File: src/rtcc_pkg.sv
// Shared types, constants and fixed-point formats of the RGB to CCT pipeline.
// No dependencies; imported by every module of the block.
`timescale 1ns / 1ps

package rtcc_pkg;

  localparam int CH_W   = 16;  // raw channel count
  localparam int COEF_W = 18;  // signed Q.16 matrix coefficient
  localparam int T_W    = 34;  // tristimulus X, Y, Z, signed Q.16
  localparam int S_W    = 36;  // X+Y+Z, signed Q.16

  // Divider: dividend magnitude, divisor magnitude, quotient bits
  localparam int DIV_NW = 49;
  localparam int DIV_DW = 35;
  localparam int DIV_QW = 32;
  localparam int DIV_RW = DIV_DW + DIV_QW;

  localparam int XY_W   = 33;  // chromaticity and McCamy terms, signed Q.16
  localparam int N_W    = 23;  // clamped n, signed Q.16
  localparam int SUM_W  = 44;  // cubic sum, signed Q.16

  localparam logic signed [COEF_W-1:0] MAT [3][3] = '{
    '{-18'sd9360,  18'sd101531, -18'sd62679},
    '{-18'sd21277, 18'sd103440, -18'sd47966},
    '{-18'sd44697, 18'sd50511,   18'sd36918}
  };

  localparam logic signed [XY_W-1:0]  K_X0 = 33'sd21758;      // 0.3320
  localparam logic signed [XY_W-1:0]  K_Y0 = 33'sd12177;      // 0.1858
  localparam logic signed [10:0]      K_C3 = 11'sd449;
  localparam logic signed [12:0]      K_C2 = 13'sd3525;
  localparam logic signed [29:0]      K_C1 = 30'sd447171789;  // 6823.3
  localparam logic signed [SUM_W-1:0] K_C0 = 44'sd361780347;  // 5520.33

  localparam logic [DIV_QW-1:0] XYC_LIM = 32'h8000_0000;  // 32768.0
  localparam logic [DIV_QW-1:0] N_LIM   = 32'h0020_0000;  // 32.0

  localparam logic [1:0] FAULT_OK  = 2'd0;
  localparam logic [1:0] FAULT_SUM = 2'd1;
  localparam logic [1:0] FAULT_DEN = 2'd2;

  // Sideband that rides along the datapath
  typedef struct packed {
    logic [CH_W-1:0] lux;
    logic            lclip;
    logic [1:0]      fault;
  } side_t;

  // Sign-magnitude quotient; ovf means magnitude >= 2^DIV_QW
  typedef struct packed {
    logic              neg;
    logic              ovf;
    logic [DIV_QW-1:0] mag;
  } quot_t;

endpackage

File: src/rtcc_mat.sv
// Color matrix stages: RGB counts to X, Y, Z, their sum and the lux value.
// Depends on rtcc_pkg.
`timescale 1ns / 1ps

module rtcc_mat (
  input  logic                         clk_i,
  input  logic                         rst_ni,
  input  logic                         en_i,
  input  logic                         valid_i,
  input  logic [rtcc_pkg::CH_W-1:0]    red_i,
  input  logic [rtcc_pkg::CH_W-1:0]    green_i,
  input  logic [rtcc_pkg::CH_W-1:0]    blue_i,
  output logic                         valid_o,
  output logic signed [rtcc_pkg::T_W-1:0] tx_o,
  output logic signed [rtcc_pkg::T_W-1:0] ty_o,
  output logic signed [rtcc_pkg::S_W-1:0] sum_o,
  output rtcc_pkg::side_t              side_o
);
  import rtcc_pkg::*;

  logic [2:0] v_q;
  logic [CH_W-1:0] ch [3];
  logic signed [T_W+COEF_W-CH_W:0] prod_full [3][3];
  logic signed [T_W-1:0] prod_q [3][3];
  logic signed [T_W-1:0] t_d [3];
  logic signed [T_W-1:0] t_q [3];
  logic signed [S_W-1:0] s_d, s_q;
  logic signed [T_W-1:0] tx_q, ty_q;
  side_t side_d, side_q;

  assign ch[0] = red_i;
  assign ch[1] = green_i;
  assign ch[2] = blue_i;

  always_comb begin
    for (int i = 0; i < 3; i++) begin
      for (int j = 0; j < 3; j++) begin
        prod_full[i][j] = MAT[i][j] * $signed({1'b0, ch[j]});
      end
      t_d[i] = prod_q[i][0] + prod_q[i][1] + prod_q[i][2];
    end
  end

  // lux = Y truncated toward zero, saturated
  always_comb begin
    s_d = S_W'(t_q[0]) + S_W'(t_q[1]) + S_W'(t_q[2]);
    side_d.fault = (s_d == '0) ? FAULT_SUM : FAULT_OK;
    side_d.lclip = 1'b0;
    if (t_q[1] < -34'sd65535) begin
      side_d.lux   = '0;
      side_d.lclip = 1'b1;
    end else if (t_q[1] >= 34'sd4294967296) begin
      side_d.lux   = '1;
      side_d.lclip = 1'b1;
    end else if (t_q[1] < 0) begin
      side_d.lux = '0;
    end else begin
      side_d.lux = t_q[1][31:16];
    end
  end

  always_ff @(posedge clk_i or negedge rst_ni) begin
    if (!rst_ni) begin
      v_q <= '0;
    end else if (en_i) begin
      v_q <= {v_q[1:0], valid_i};
    end
  end

  always_ff @(posedge clk_i) begin
    if (en_i) begin
      for (int i = 0; i < 3; i++) begin
        for (int j = 0; j < 3; j++) begin
          prod_q[i][j] <= prod_full[i][j][T_W-1:0];
        end
        t_q[i] <= t_d[i];
      end
      s_q    <= s_d;
      tx_q   <= t_q[0];
      ty_q   <= t_q[1];
      side_q <= side_d;
    end
  end

  assign valid_o = v_q[2];
  assign tx_o    = tx_q;
  assign ty_o    = ty_q;
  assign sum_o   = s_q;
  assign side_o  = side_q;

endmodule

File: config.mk
export PLATFORM = sky130hd
export DESIGN_NAME = rtcc_mat
export DESIGN_NICKNAME = d
export VERILOG_FILES = /design/src/rtcc_pkg.sv /design/src/rtcc_mat.sv
export SDC_FILE = /design/constraint.sdc
export NUM_CORES = 2
export LEC_CHECK = 0
export ABC_AREA = 1
export BUFFER_PORTS_ARGS = -buffer_cell sky130_fd_sc_hd__buf_4
export CAP_MARGIN = 5
export CORE_MARGIN = 2
export CORE_UTILIZATION = 54
export DETAILED_ROUTE_END_ITERATION = 6
export PLACE_DENSITY = 0.77
export SLEW_MARGIN = 20
export SYNTH_ARGS = -nofsm -noshare
export SYNTH_HDL_FRONTEND = slang
export SYNTH_SLANG_ARGS = --single-unit
File: constraint.sdc
create_clock -name clk_i -period 4.6 [get_ports clk_i]
set_clock_uncertainty 0.2 [all_clocks]
set_input_delay 0.46 -clock clk_i [delete_from_list [all_inputs] [get_ports clk_i]]
set_output_delay 0.46 -clock clk_i [all_outputs]
set_load 0.02 [all_outputs]
# ---- Yosys cells after proc, flatten, opt, wreduce, memory -nomap -nowiden
# Memory sizes are Yosys's and may differ from the RTL's.
# Index checks and enable logic that the tools add are counted.
dict set report classes {
  add_sub_neg 8
  mul 9
  order_cmp 3
  n_mux 6
  n_reduce_logical 1
}
# cell count
set op_table {}
lappend op_table {{adder 34 bit} 6}
lappend op_table {{multiplier 17 x 17 -> 34 bit, first input constant} 2}
lappend op_table {{multiplier 16 x 17 -> 33 bit, first input constant} 2}
lappend op_table {{adder 35 x 34 -> 36 bit} 1}
lappend op_table {{zero test 36 bit} 1}
lappend op_table {{adder 34 x 34 -> 35 bit} 1}
lappend op_table {{greater-or-equal comparator 34 bit, second input constant} 1}
lappend op_table {{< comparator 34 x 1 -> 1 bit, second input constant} 1}
lappend op_table {{< comparator 34 x 17 -> 1 bit, second input constant} 1}
lappend op_table {{multiplier 17 x 16 -> 33 bit, first input constant} 1}
lappend op_table {{multiplier 16 x 16 -> 32 bit, first input constant} 1}
lappend op_table {{two-way mux 16 bit} 2}
lappend op_table {{multiplier 15 x 16 -> 31 bit, first input constant} 1}
lappend op_table {{multiplier 13 x 16 -> 29 bit, first input constant} 1}
lappend op_table {{multiplier 11 x 17 -> 28 bit, first input constant} 1}
lappend op_table {{two-way mux 1 bit} 4}
dict set report word_totals {
  reg_bits 126
  ram_bits 405
  output_inout_bits 124
  word_cells 36
  memories 2
}
# memory words width rd rd_clocked_by_memory_dff write_ports line
set memory_table {}
lappend memory_table {prod_q 3 101 3 0 3 rtcc_mat.sv:24} ;# logic signed [T_W-1:0] prod_q [3][3];
lappend memory_table {t_q 3 34 3 0 3 rtcc_mat.sv:26} ;# logic signed [T_W-1:0] t_q [3];

# ---- Longest topological paths before layout
# An unclocked memory read counts as a cell.
dict set report depth {
  word_depth 5
  mapped_depth 24
  ltp_nobuf 24
}

# ---- Worst setup path before layout
# Ideal clock, no wire load.
dict set report synth_timing {
  kind {in2reg}
  from {input red_i[2] in the netlist's numbering}
  to {memory prod_q[2][97] in the netlist's numbering, data pin}
  setup_ns 0.264
  arrival_ns 5.195
  required_ns 4.136
  path_slack_ns -1.059
  cell_stages 20
  path_cell_list {inv_1 -> fa_1 -> inv_1 -> fa_1 -> inv_1 -> fa_1 -> inv_1 -> fa_1 -> inv_1 -> fa_1 -> inv_1 -> fa_1 -> ha_1 -> nand2_1 -> nor2_1 -> inv_1 -> o221a_2 -> nand3_1 -> a31oi_1 -> xor2_1}
}
# item line
set synth_lines {}
lappend synth_lines {{from (decl)} rtcc_mat.sv:10} ;# input logic [rtcc_pkg::CH_W-1:0] red_i,
lappend synth_lines {{to (decl)} rtcc_mat.sv:24}

==> metrics.txt <==
Reg clk slew, reported paths 0.07 ns; vias 50970; Final min period 4.951 ns; post-synthesis compound-gate area fraction 0.07237; CTS sink count 503; measured slew at the worst slew-check pin 0.9215 ns; Post-synth ARST share 0.005964; initial antenna violation count 10; depth of the worst hold-timing path 2; Pins Over Slew Limit 0; prevailing post-synth register cell edfxtp_1; Placer Congestion 1.012; final hold violation count 0; Simple-Gate Fraction of Synth Area 0.07655; vias per cell 5.440; Total GRT Usage 0.3419; Adder-Cell Fraction of Synth Area 0.4767; height of the die 349.0 microns; CP Launch Point red_i[6]; Skew-Pair Late Insertion Delay 0.66 ns; total routed wirelength 210400 microns; drt pass-1 iters 6; RSZ-0062 raised after global routing yes; Area growth syn-to-layout 31.17%; maxcap violations 0; main combinational cell family by area after synthesis adder cells; relative slew slack 0.3857; Sum Neg Setup Slack -11.05 ns; Routed WL per cell 22.45 microns; final worst slack -0.3513 ns; root buffer cell clkbuf_16; FF-to-FF End t_q[0][99]; fin crit share 1.076; post-synthesis mux area share 0.0001752; final setup fails 78; H-tree levels 2; die area 121800 sq um; Top-Level Pins 176; HP Class in2reg; CTS tree built; IO buf count 174; TritonCTS buffer count 55; post-synth top area share 0.2514; filler cell count 8115; final antenna-violating net count 0; failing checks setup timing; EDFF count, synth 500; vias in the first global route 53590; row count 126; Distinct cells, synth 53; final net count 9800; internal reg-to-reg setup slack 0.22 ns; Synth Area in XOR/XNOR 0.04920; WP data required 4.76 ns; CTS Buffer Depth 3; CP Capture Type register; worst endpoint data arrival time 5.11 ns; startpoint types primary input; footprint of the multi-input gates 48230 sq um; detailed-route DRC error count 0; R2R cell count 12; yosys warns 0; post-synthesis register bit count 503; top cells by area, synth fa_1 25%, edfxtp_1 23%, ha_1 23%, inv_1 9.0%, nand2_1 3.6%; layout cells sized above 1 0.2960; status finished with violations; register area 15090 sq um; fmax 0.2020 GHz; Hold Startpoint green_i[5]; dpl hpwl 176700 microns; largest net degree at the start of global routing 107; Initial DRC Count 3978; total grt overflow 0; Yosys top cell by area fa_1; Crit Path Max Fanout 5; mapped cell area 64260 sq um; Gate Count Post-Synth 6335; Syn Nets 8351; Mapped Avg Cell Area 10.14 sq um; Setup CP Type in2reg; Starting Density 0.5442; sequential area share after synthesis 0.2348; core area 118100 sq um; global-route wire length before repair 311800 microns; Hold Path End prod_q[1][43]; Die Wd 349.0 microns; Critical R2R Launch prod_q[2][1]
-- cell type report --
class	instances	area share
multi-input combinational	4289	0.5721
clock inverter	42	0.005715
antenna	4	0.0001187
sequential	503	0.1790
clock buffer	60	0.01655
timing repair buffer	1396	0.1340
tap	1536	0.02280
inverter	1539	0.06966
-- worst max-delay path, stage by stage --
cell and delay [ns]:
buf_8 0.09, buf_6 0.12, clkinvlp_4 0.11, ha_4 0.33, buf_6 0.11, fa_1 0.44, fa_1 0.53, inv_1 0.06
fa_1 0.47, fa_1 0.50, inv_1 0.05, fa_1 0.49, inv_2 0.05, ha_4 0.24, buf_6 0.13, a21oi_4 0.12
inv_2 0.09, a31oi_4 0.16, o21ai_2 0.09, a21oi_2 0.18, nand2_2 0.11, xor2_4 0.18
-- per-stage QoR --
stage	worst slack, ns	utilization	std cells	hold WS (ns)	area, sq um
after floorplan	-0.8372	-	6335	-0.03559	65980
after global placement	-1.070	0.6576	9140	0.05035	77650
after detailed placement	-1.122	0.6576	9140	0.05004	77650
after CTS	-0.3012	0.6914	9308	0.02484	81640
after global routing	-0.4525	0.7138	9365	0.04266	84290
final	-0.3513	0.7139	9369	0.06127	84300
-- routing by layer --
| layer | vias up | wire length [microns] | global-route usage |
|---|---|---|---|
| met1 | 25100 | 83640 | 0.4437 |
| met3 | 519 | 14880 | 0.04881 |
| li1 | 23440 | - | - |
| met5 | - | 41 | 0 |
| met4 | 6 | 14350 | 0.1832 |
| met2 | 1901 | 97450 | 0.5561 |
-- what timing repair did --
| action | 4_1_cts | 5_1_grt |
|---|---|---|
| pin swaps | 224 | 295 |
| hold endpoints to repair | 7 | 0 |
| resized for setup | 361 | 481 |
| endpoints found under the setup margin | 95 | 122 |
| buffers inserted | 69 | 73 |
| hold buffers | 6 | 0 |
| cloned | 0 | 0 |
-- worst max-delay path by stage --
stage	endpoint	slack [ns]	depth (start not counted)
global placement	prod_q[2][100]	-1.07	18
floorplan	prod_q[2][97]	-0.84	20
global route	prod_q[2][97]	-0.45	22
CTS	prod_q[2][100]	-0.30	23
detailed placement	prod_q[2][100]	-1.12	18
finish	prod_q[1][99]	-0.35	22
-- kinds of logic (layout without fill, tap and decap cells) --
logic type               count (synthesis)  in the layout
AO/OA/AOI/OAI                          786            786
XOR/XNOR                               361            361
adder cells (fa/ha/maj)               1964           1964
buffers and inverters                 1543           3037
flip-flops                             503            503
multiplexers                             1              1
other                                    1              5
AND/OR/NAND/NOR                       1176           1176
-- registers in the layout (all words and copies together), names as in the netlist --
| signal | cells |
|---|---|
| prod_q | 276 |
| side_o | 18 |
| sum_o | 36 |
| t_q | 102 |
| tx_o | 34 |
| ty_o | 34 |
| v_q | 3 |
-- cells in the mapped netlist (14+ instances only) --
master / number
inv_1: 1538
ha_1: 1157
fa_1: 807
nand2_1: 615
edfxtp_1: 500
a21oi_1: 375
nor2_1: 281
xor2_1: 231
nand3_1: 138
xnor2_1: 130
o21ai_0: 126
a31oi_1: 60
nand4_1: 42
nor3_1: 38
o21a_1: 29
o21ai_1: 28
a21oi_2: 26
a21o_1: 23
o21ai_2: 22
nor4_1: 20
o21bai_1: 19
o211ai_1: 16
nand2_2: 14
-- cells in the final DEF (no fill, tap or decap), drive strengths merged, types with 23 or more instances in the layout --
cell | netlist | final
inv | 1539 | 1539
buf | 1 | 1390
ha | 1157 | 1157
fa | 807 | 807
nand2 | 629 | 629
edfxtp | 500 | 500
a21oi | 401 | 401
nor2 | 286 | 286
xor2 | 231 | 231
o21ai | 176 | 176
nand3 | 140 | 140
xnor2 | 130 | 130
a31oi | 62 | 62
clkbuf | 3 | 60
nand4 | 42 | 42
nor3 | 40 | 40
o21a | 29 | 29
o21bai | 25 | 25
a21o | 23 | 23
Power is left out: the tool's default activity adds up to more than one toggle a clock period on the data nets, which glitch-free logic cannot reach.
