File: src/rtcc_pkg.sv
// Shared types, constants and fixed-point formats of the RGB to CCT pipeline.
// No dependencies; imported by every module of the block.
`timescale 1ns / 1ps

package rtcc_pkg;

  localparam int CH_W   = 16;  // raw channel count
  localparam int COEF_W = 18;  // signed Q.16 matrix coefficient
  localparam int T_W    = 34;  // tristimulus X, Y, Z, signed Q.16
  localparam int S_W    = 36;  // X+Y+Z, signed Q.16

  // Divider: dividend magnitude, divisor magnitude, quotient bits
  localparam int DIV_NW = 49;
  localparam int DIV_DW = 35;
  localparam int DIV_QW = 32;
  localparam int DIV_RW = DIV_DW + DIV_QW;

  localparam int XY_W   = 33;  // chromaticity and McCamy terms, signed Q.16
  localparam int N_W    = 23;  // clamped n, signed Q.16
  localparam int SUM_W  = 44;  // cubic sum, signed Q.16

  localparam logic signed [COEF_W-1:0] MAT [3][3] = '{
    '{-18'sd9360,  18'sd101531, -18'sd62679},
    '{-18'sd21277, 18'sd103440, -18'sd47966},
    '{-18'sd44697, 18'sd50511,   18'sd36918}
  };

  localparam logic signed [XY_W-1:0]  K_X0 = 33'sd21758;      // 0.3320
  localparam logic signed [XY_W-1:0]  K_Y0 = 33'sd12177;      // 0.1858
  localparam logic signed [10:0]      K_C3 = 11'sd449;
  localparam logic signed [12:0]      K_C2 = 13'sd3525;
  localparam logic signed [29:0]      K_C1 = 30'sd447171789;  // 6823.3
  localparam logic signed [SUM_W-1:0] K_C0 = 44'sd361780347;  // 5520.33

  localparam logic [DIV_QW-1:0] XYC_LIM = 32'h8000_0000;  // 32768.0
  localparam logic [DIV_QW-1:0] N_LIM   = 32'h0020_0000;  // 32.0

  localparam logic [1:0] FAULT_OK  = 2'd0;
  localparam logic [1:0] FAULT_SUM = 2'd1;
  localparam logic [1:0] FAULT_DEN = 2'd2;

  // Sideband that rides along the datapath
  typedef struct packed {
    logic [CH_W-1:0] lux;
    logic            lclip;
    logic [1:0]      fault;
  } side_t;

  // Sign-magnitude quotient; ovf means magnitude >= 2^DIV_QW
  typedef struct packed {
    logic              neg;
    logic              ovf;
    logic [DIV_QW-1:0] mag;
  } quot_t;

endpackage

File: src/rtcc_poly.sv
// McCamy cubic stages: clamp n, form n^2, n^3 and the Q.16 sum.
// Depends on rtcc_pkg.
`timescale 1ns / 1ps

module rtcc_poly (
  input  logic                               clk_i,
  input  logic                               rst_ni,
  input  logic                               en_i,
  input  logic                               valid_i,
  input  rtcc_pkg::quot_t                    quot_i,
  input  rtcc_pkg::side_t                    side_i,
  output logic                               valid_o,
  output logic signed [rtcc_pkg::SUM_W-1:0]  sum_o,
  output rtcc_pkg::side_t                    side_o
);
  import rtcc_pkg::*;

  logic [5:0] v_q;
  side_t side_q [6];

  // stage A: clamp to +-32.0
  logic [DIV_QW-1:0]     nmag;
  logic signed [N_W-1:0] n_d, na_q, nb_q, nc_q;
  // stage B
  logic signed [2*N_W-1:0] nn_full;
  logic [42:0]             nn_q;
  logic signed [52:0]      c1n_full;
  logic signed [51:0]      c1n_q, c1n_adj;
  // stage C
  logic [26:0]        n2_q, n2d_q;
  logic signed [35:0] c1t_q, c1td_q, c1te_q;
  // stage D
  logic signed [50:0] n2n_full, n2n_q, n2n_adj;
  // stage E
  logic signed [34:0]      n3;
  logic signed [45:0]      p3_full;
  logic signed [40:0]      p2_full;
  logic signed [SUM_W-1:0] p3_q, p2_q, sum_q;

  always_comb begin
    nmag     = (quot_i.ovf || quot_i.mag > N_LIM) ? N_LIM : quot_i.mag;
    n_d      = quot_i.neg ? -$signed({1'b0, nmag[N_W-2:0]}) : $signed({1'b0, nmag[N_W-2:0]});
    nn_full  = na_q * na_q;
    c1n_full = K_C1 * na_q;
    c1n_adj  = c1n_q + (c1n_q[51] ? 52'sd65535 : 52'sd0);
    n2n_full = $signed({1'b0, n2_q}) * nc_q;
    n2n_adj  = n2n_q + (n2n_q[50] ? 51'sd65535 : 51'sd0);
    n3       = n2n_adj[50:16];
    p3_full  = K_C3 * n3;
    p2_full  = K_C2 * $signed({1'b0, n2d_q});
  end

  always_ff @(posedge clk_i or negedge rst_ni) begin
    if (!rst_ni) begin
      v_q <= '0;
    end else if (en_i) begin
      v_q <= {v_q[4:0], valid_i};
    end
  end

  always_ff @(posedge clk_i) begin
    if (en_i) begin
      na_q   <= n_d;
      nn_q   <= nn_full[42:0];
      c1n_q  <= c1n_full[51:0];
      nb_q   <= na_q;
      n2_q   <= nn_q[42:16];
      c1t_q  <= c1n_adj[51:16];
      nc_q   <= nb_q;
      n2n_q  <= n2n_full;
      n2d_q  <= n2_q;
      c1td_q <= c1t_q;
      p3_q   <= p3_full[SUM_W-1:0];
      p2_q   <= SUM_W'(p2_full);
      c1te_q <= c1td_q;
      sum_q  <= p3_q + p2_q + SUM_W'(c1te_q) + K_C0;
      side_q[0] <= side_i;
      for (int k = 1; k < 6; k++) begin
        side_q[k] <= side_q[k-1];
      end
    end
  end

  assign valid_o = v_q[5];
  assign sum_o   = sum_q;
  assign side_o  = side_q[5];

endmodule

File: config.mk
export PLATFORM = sky130hd
export DESIGN_NAME = rtcc_poly
export DESIGN_NICKNAME = d
export VERILOG_FILES = /design/src/rtcc_pkg.sv /design/src/rtcc_poly.sv
export SDC_FILE = /design/constraint.sdc
export NUM_CORES = 2
export LEC_CHECK = 0
export ABC_CLOCK_PERIOD_IN_PS = 7450
export BUFFER_PORTS_ARGS = -buffer_cell sky130_fd_sc_hd__buf_2
export CORE_UTILIZATION = 61
export CTS_BUF_LIST = sky130_fd_sc_hd__clkbuf_8
export DETAILED_ROUTE_END_ITERATION = 10
export PLACE_DENSITY = 0.83
export SETUP_SLACK_MARGIN = 0.2
export SYNTH_ARGS = -nofsm -noshare
export SYNTH_HDL_FRONTEND = slang
export SYNTH_SLANG_ARGS = --single-unit
File: constraint.sdc
create_clock -name clk_i -period 7.45 [get_ports clk_i]
set_input_delay 0.3725 -clock clk_i [delete_from_list [all_inputs] [get_ports clk_i]]
set_output_delay 0.3725 -clock clk_i [all_outputs]
set_load 0.05 [all_outputs]
# After elaboration in Yosys (flattened, before gate mapping)
# Memory sizes are Yosys's and may differ from the RTL's.
# Index checks and enable logic that the tools add are counted.
dict set report word_totals {
  register_bits 510
  latchBits 0
  ram_bits 114
  romBits 0
  output_inout_bits 64
  mem_count 1
}
# memory depth width rd rd_clocked_by_memory_dff wr line
set memory_table {}
lappend memory_table {side_q 6 19 6 0 6 rtcc_poly.sv:19} ;# side_t side_q [6];
dict set report classes {
  addsub 6
  mul 5
  div_mod_pow 0
  order_cmp 1
  eq_ne 0
  n_shift 0
  muxes 6
  n_bitwise 0
  reduce_logical 1
}
# op count
set op_table {}
lappend op_table {{$add A52 B17 Y52} 1}
lappend op_table {{$mul A30 B23 Y52 const A} 1}
lappend op_table {{$add A51 B17 Y51} 1}
lappend op_table {{$mul A28 B23 Y51} 1}
lappend op_table {{$add A44 B30 Y44 const B} 1}
lappend op_table {{$add A44 B36 Y44} 1}
lappend op_table {{$add A44 B40 Y44} 1}
lappend op_table {{$mul A10 B35 Y44 const A} 1}
lappend op_table {{$mux W22} 2}
lappend op_table {{$mul A23 B23 Y43} 1}
lappend op_table {{$mul A12 B27 Y39 const A} 1}
lappend op_table {{$gt A32 B22 Y1 const B} 1}
lappend op_table {{$mux W16} 2}
lappend op_table {{$neg A22 Y23} 1}
lappend op_table {{$mux W1} 2}
lappend op_table {{$logic_or A1 B1 Y1} 1}

# Longest topological paths before layout
dict set report logic_depth {
  depth_word 5
  depth_mapped 31
}

# Worst setup path before layout
# OpenSTA, ideal clock, no wires.
dict set report synth_path {
  path_type {register -> register}
  from {reg n2n_q[50]}
  to {reg p3_q[43] (data pin)}
  setup_ns 0.261
  arrival_ns 7.002
  required_time_ns 7.189
  path_slack_ns 0.187
  stages_incl_launch_ff 30
  path_buffers 0
  path_cell_list {edfxtp_1 > ha_1 > o21a_1 > o21a_1 > o21a_1 > o21a_1 > o221ai_1 > o22ai_1 > and3_1 > nand3_1 > nor2_1 > xnor2_1 > ha_1 > inv_1 > fa_1 > inv_1 > ha_1 > ha_1 > fa_1 > ha_1 > a21o_1 > a21o_1 > a21o_1 > a221oi_1 > a21bo_2 > o21ai_0 > a41o_1 > a31oi_1 > nor4b_1 > a311o_1}
}
dict set report synth_between {
  elab_chain_len 3
}
# item line
set synth_rtl {}
lappend synth_rtl {{start, declared} rtcc_poly.sv:33} ;# logic signed [50:0] n2n_full, n2n_q, n2n_adj;
lappend synth_rtl {{start signal, assigned} rtcc_poly.sv:70} ;# n2n_q <= n2n_full;
lappend synth_rtl {{$mux W16} rtcc_poly.sv:47} ;# n2n_adj = n2n_q + (n2n_q[50] ? 51'sd65535 : 51'sd0);
lappend synth_rtl {{$add A51 B17 Y51 *} rtcc_poly.sv:47}
lappend synth_rtl {{$mul A10 B35 Y44 *} rtcc_poly.sv:49} ;# p3_full = K_C3 * n3;
lappend synth_rtl {{named net p3_full[43]} rtcc_poly.sv:36} ;# logic signed [45:0] p3_full;
lappend synth_rtl {{end signal, assigned} rtcc_poly.sv:73} ;# p3_q <= p3_full[SUM_W-1:0];
lappend synth_rtl {{end, declared} rtcc_poly.sv:38} ;# logic signed [SUM_W-1:0] p3_q, p2_q, sum_q;
# The timed path passes the listed nets; every way through them passes the cells marked *.
# A chain may end at the register's enable or synchronous reset.

# Final worst setup path
dict set report layout_path {
  from {reg nc_q[2]}
  to {reg n2n_q[30] (data pin)}
}
dict set report layout_between {
  elab_chain_len 1
}
# item line
set layout_rtl {}
lappend layout_rtl {{start, declared} rtcc_poly.sv:23} ;# logic signed [N_W-1:0] n_d, na_q, nb_q, nc_q;
lappend layout_rtl {{start signal, assigned} rtcc_poly.sv:69} ;# nc_q <= nb_q;
lappend layout_rtl {{$mul A28 B23 Y51} rtcc_poly.sv:46} ;# n2n_full = $signed({1'b0, n2_q}) * nc_q;
lappend layout_rtl {{named net n2n_full[30]} rtcc_poly.sv:33}
# The timed path passes the listed nets, and every way through them passes these cells.

==> impl_metrics.toml <==
[run_status]
status = "finished clean"

[sta]
maxSlewViolCount = 0
tightestPinTransition_ps = 1140
setup_viol = 0
setup_tns_ps = 0
final.period_utilization_pct = 97.4
layout_min_cycle_time_ps = 7260
clock_skew_ps = 80.4
hold_viol = 0
fin_ws_ps = 193
max_slew_margin_pct = 24.3
max_freq_ghz = 0.138
rsz0062_at_grt = "yes"

[min_path]
min_to = "nn_q[42]"
hold_depth = 1
min_path_type = "in -> reg"
min_from = "en_i"

[worst_setup_path]
reg2regPathDepth = 25
path_class = "reg -> reg"
worstPathArrival_ps = 7800
critPathLaunchType = "register"
reg2reg_slack_ps = 190
critPathMaxFanout = 7
cp-end-kind = "register"
r2r_start = "nc_q[2]"
required_ps = 7990
cpPeakStageDelay_ps = 590
cp_slowest_cell = "fa_1"
timing.rr.end = "n2n_q[30]"
critPathMostFrequentCell = "fa_1"

[detailed_routing]
vias = 56600
drc = 0
wl_per_cell_microns = 20.7
wirelength_microns = 212000
antenna_left = 0
vias_per_cell = 5.53
drt_pass1_iterations = 7
drtIter0Drc = 4709

[flow_run]
max_cap_violations = 0

[cts]
cts_tree = "done"
clock_latency_ps = 860
numCtsBuffers = 104
clkTransAtPathRegs_ps = 60
cts.sinks = 606
htree_levels = 3
cts_root_buffer = "clkbuf_8"
cts_buffer_depth = 3

[layout]
stdcell_count = 10200
fin_area_sq_mm = 0.0931
drive_above_1_share_pct = 10.8
nFillCells = 9607
syn2layout_area_growth_pct = 11.8
fin_nets = 10900

[yosys]
synth-seq-area-share_pct = 21.8
synth_top_cell_by_area = "fa_1"
synth-warning-count = 0
synth_edf_count = 600
synth_seq_cells = 606
synth_cell_type_count = 72
avgSynthCellArea_sq_um = 10.7
synth-main-ff-cell = "edfxtp_1"
syn_area_sq_mm = 0.0832
synth_cells = 7765
yosys.area.top_type_share_pct = 35.7
synthTopCellsByArea = "fa_1 36%, edfxtp_1 22%, ha_1 15%"
synthArstFlopShare_pct = 0.990
synth_nets = 10300
netlist_top_cells_count = "2009 x inv_1, 1484 x fa_1, 1002 x ha_1"
synth_most_common_cell = "inv_1"

[die]
die_w_microns = 371
dieArea_sq_mm = 0.138
placeableCoreArea_sq_mm = 0.135
die_h_microns = 371
num_rows = 135
io_pins = 121
start_util_pct = 61.4

[global_route]
grt_pass1_wl_microns = 334000
grt_max_degree = 193
grt_antenna_before_repair = 5
overflow = 0
grt_pass1_vias = 61800
track_usage_pct = 31.7

[place]
pre_cts_slack_ps = -84.7
numPortBuffers = 120
postPlaceCellArea_sq_mm = 0.0888
dpl.hpwl_microns = 172000
place_inst = 9911
gp_congestion = 0.983
==> timing repair <==
item                                    4_1_cts  5_1_grt
endpoints found under the setup margin       16       52
gates resized for setup                       9      150
hold buffers                                 45        0
buffers inserted                             32       46
endpoints found under the hold margin        48        0
pin swaps                                     0       69
cloned                                        0        4
==> cell usage in the layout (no fill, tap or decap), drive strengths merged, types with 8 or more instances in the layout <==
cell type    instances
a211oi              25
a31oi               17
fa                1484
and2               340
and4                 8
clkinv              45
nand4               35
or2                 11
ha                1002
o21bai              36
nand2              588
a21o               133
mux2                 8
nand2b              34
a31o                 8
inv               2034
o21ai              122
a21oi              217
clkinvlp            12
clkbuf             111
bufinv              10
edfxtp             600
xnor2              248
o211ai              15
nand3               63
nor2b               37
o31ai               17
or3                  9
nor4                13
xor2               104
nor2               210
dlygate4sd3         45
nor3                27
and3                35
buf                610
o21a                40
==> kinds of logic after synthesis <==
kind of cell | after synthesis | synth area share (%)
AO/OA/AOI/OAI | 702 | 5.43
XOR/XNOR | 352 | 3.71
adder cells (fa/ha/maj) | 2486 | 50.8
buffers and inverters | 2181 | 9.85
flip-flops | 606 | 21.8
multiplexers | 8 | 0.108
other | 1 | 0.00451
AND/OR/NAND/NOR | 1429 | 8.30
==> critical path, delay by kind of cell (launching register included) <==
| kind | cells | cell delay, ps |
|---|---|---|
| AO/OA/AOI/OAI | 4 | 960 |
| XOR/XNOR | 1 | 140 |
| adder cells (fa/ha/maj) | 8 | 3740 |
| buffers and inverters | 8 | 770 |
| flip-flops | 1 | 460 |
| AND/OR/NAND/NOR | 4 | 880 |
==> how the worst max path moves through the flow <==
stage / slack (ps) / startpoint / to / cells after the start
after detailed placement: -80 / n2_q[21] / n2n_q[48] / 23
final: 190 / nc_q[2] / n2n_q[30] / 25
after CTS: 140 / nc_q[1] / n2n_q[48] / 24
after global placement: 10 / n2_q[21] / n2n_q[48] / 22
after floorplan: 230 / nc_q[2] / n2n_q[45] / 25
after global routing: 20 / nc_q[2] / n2n_q[48] / 25
==> cell type report <==
cell class | count | area [sq um] | area share [%]
inverter | 2014 | 7570 | 8.14
antenna | 6 | 15.0 | 0.0161
clock buffer | 107 | 1470 | 1.58
multi-input combinational | 4978 | 57500 | 61.8
sequential | 606 | 18200 | 19.5
timing repair buffer | 659 | 5300 | 5.70
tap | 1781 | 2230 | 2.39
clock inverter | 87 | 796 | 0.855
==> per-stage QoR <==
stage	hold slack (ps)	utilization [%]
4_1_cts	32.2	67.8
3_5_place_dp	206	65.6
5_1_grt	48.7	68.7
6_report	59.5	68.7
2_1_floorplan	76.9	-
3_3_place_gp	196	65.6
==> state kept, by name (all words and copies together) (netlist names), 27 cells and up <==
name	cells
side_q	114
n2n_q	51
c1n_q	50
p3_q	44
sum_o	44
p2_q	39
c1t_q	36
c1td_q	36
c1te_q	36
n2_q	27
n2d_q	27
nn_q	27
==> routing by layer <==
layer | wire, microns | GRT usage, % | vias to the layer above
li1 | - | - | 25300
met1 | 82500 | 40.2 | 28300
met2 | 105000 | 54.4 | 2488
met3 | 16500 | 5.68 | 550
met4 | 8870 | 11.4 | 6
met5 | 39 | 0 | -
Power is left out: the tool's default activity adds up to more than one toggle a clock period on the data nets, which glitch-free logic cannot reach.
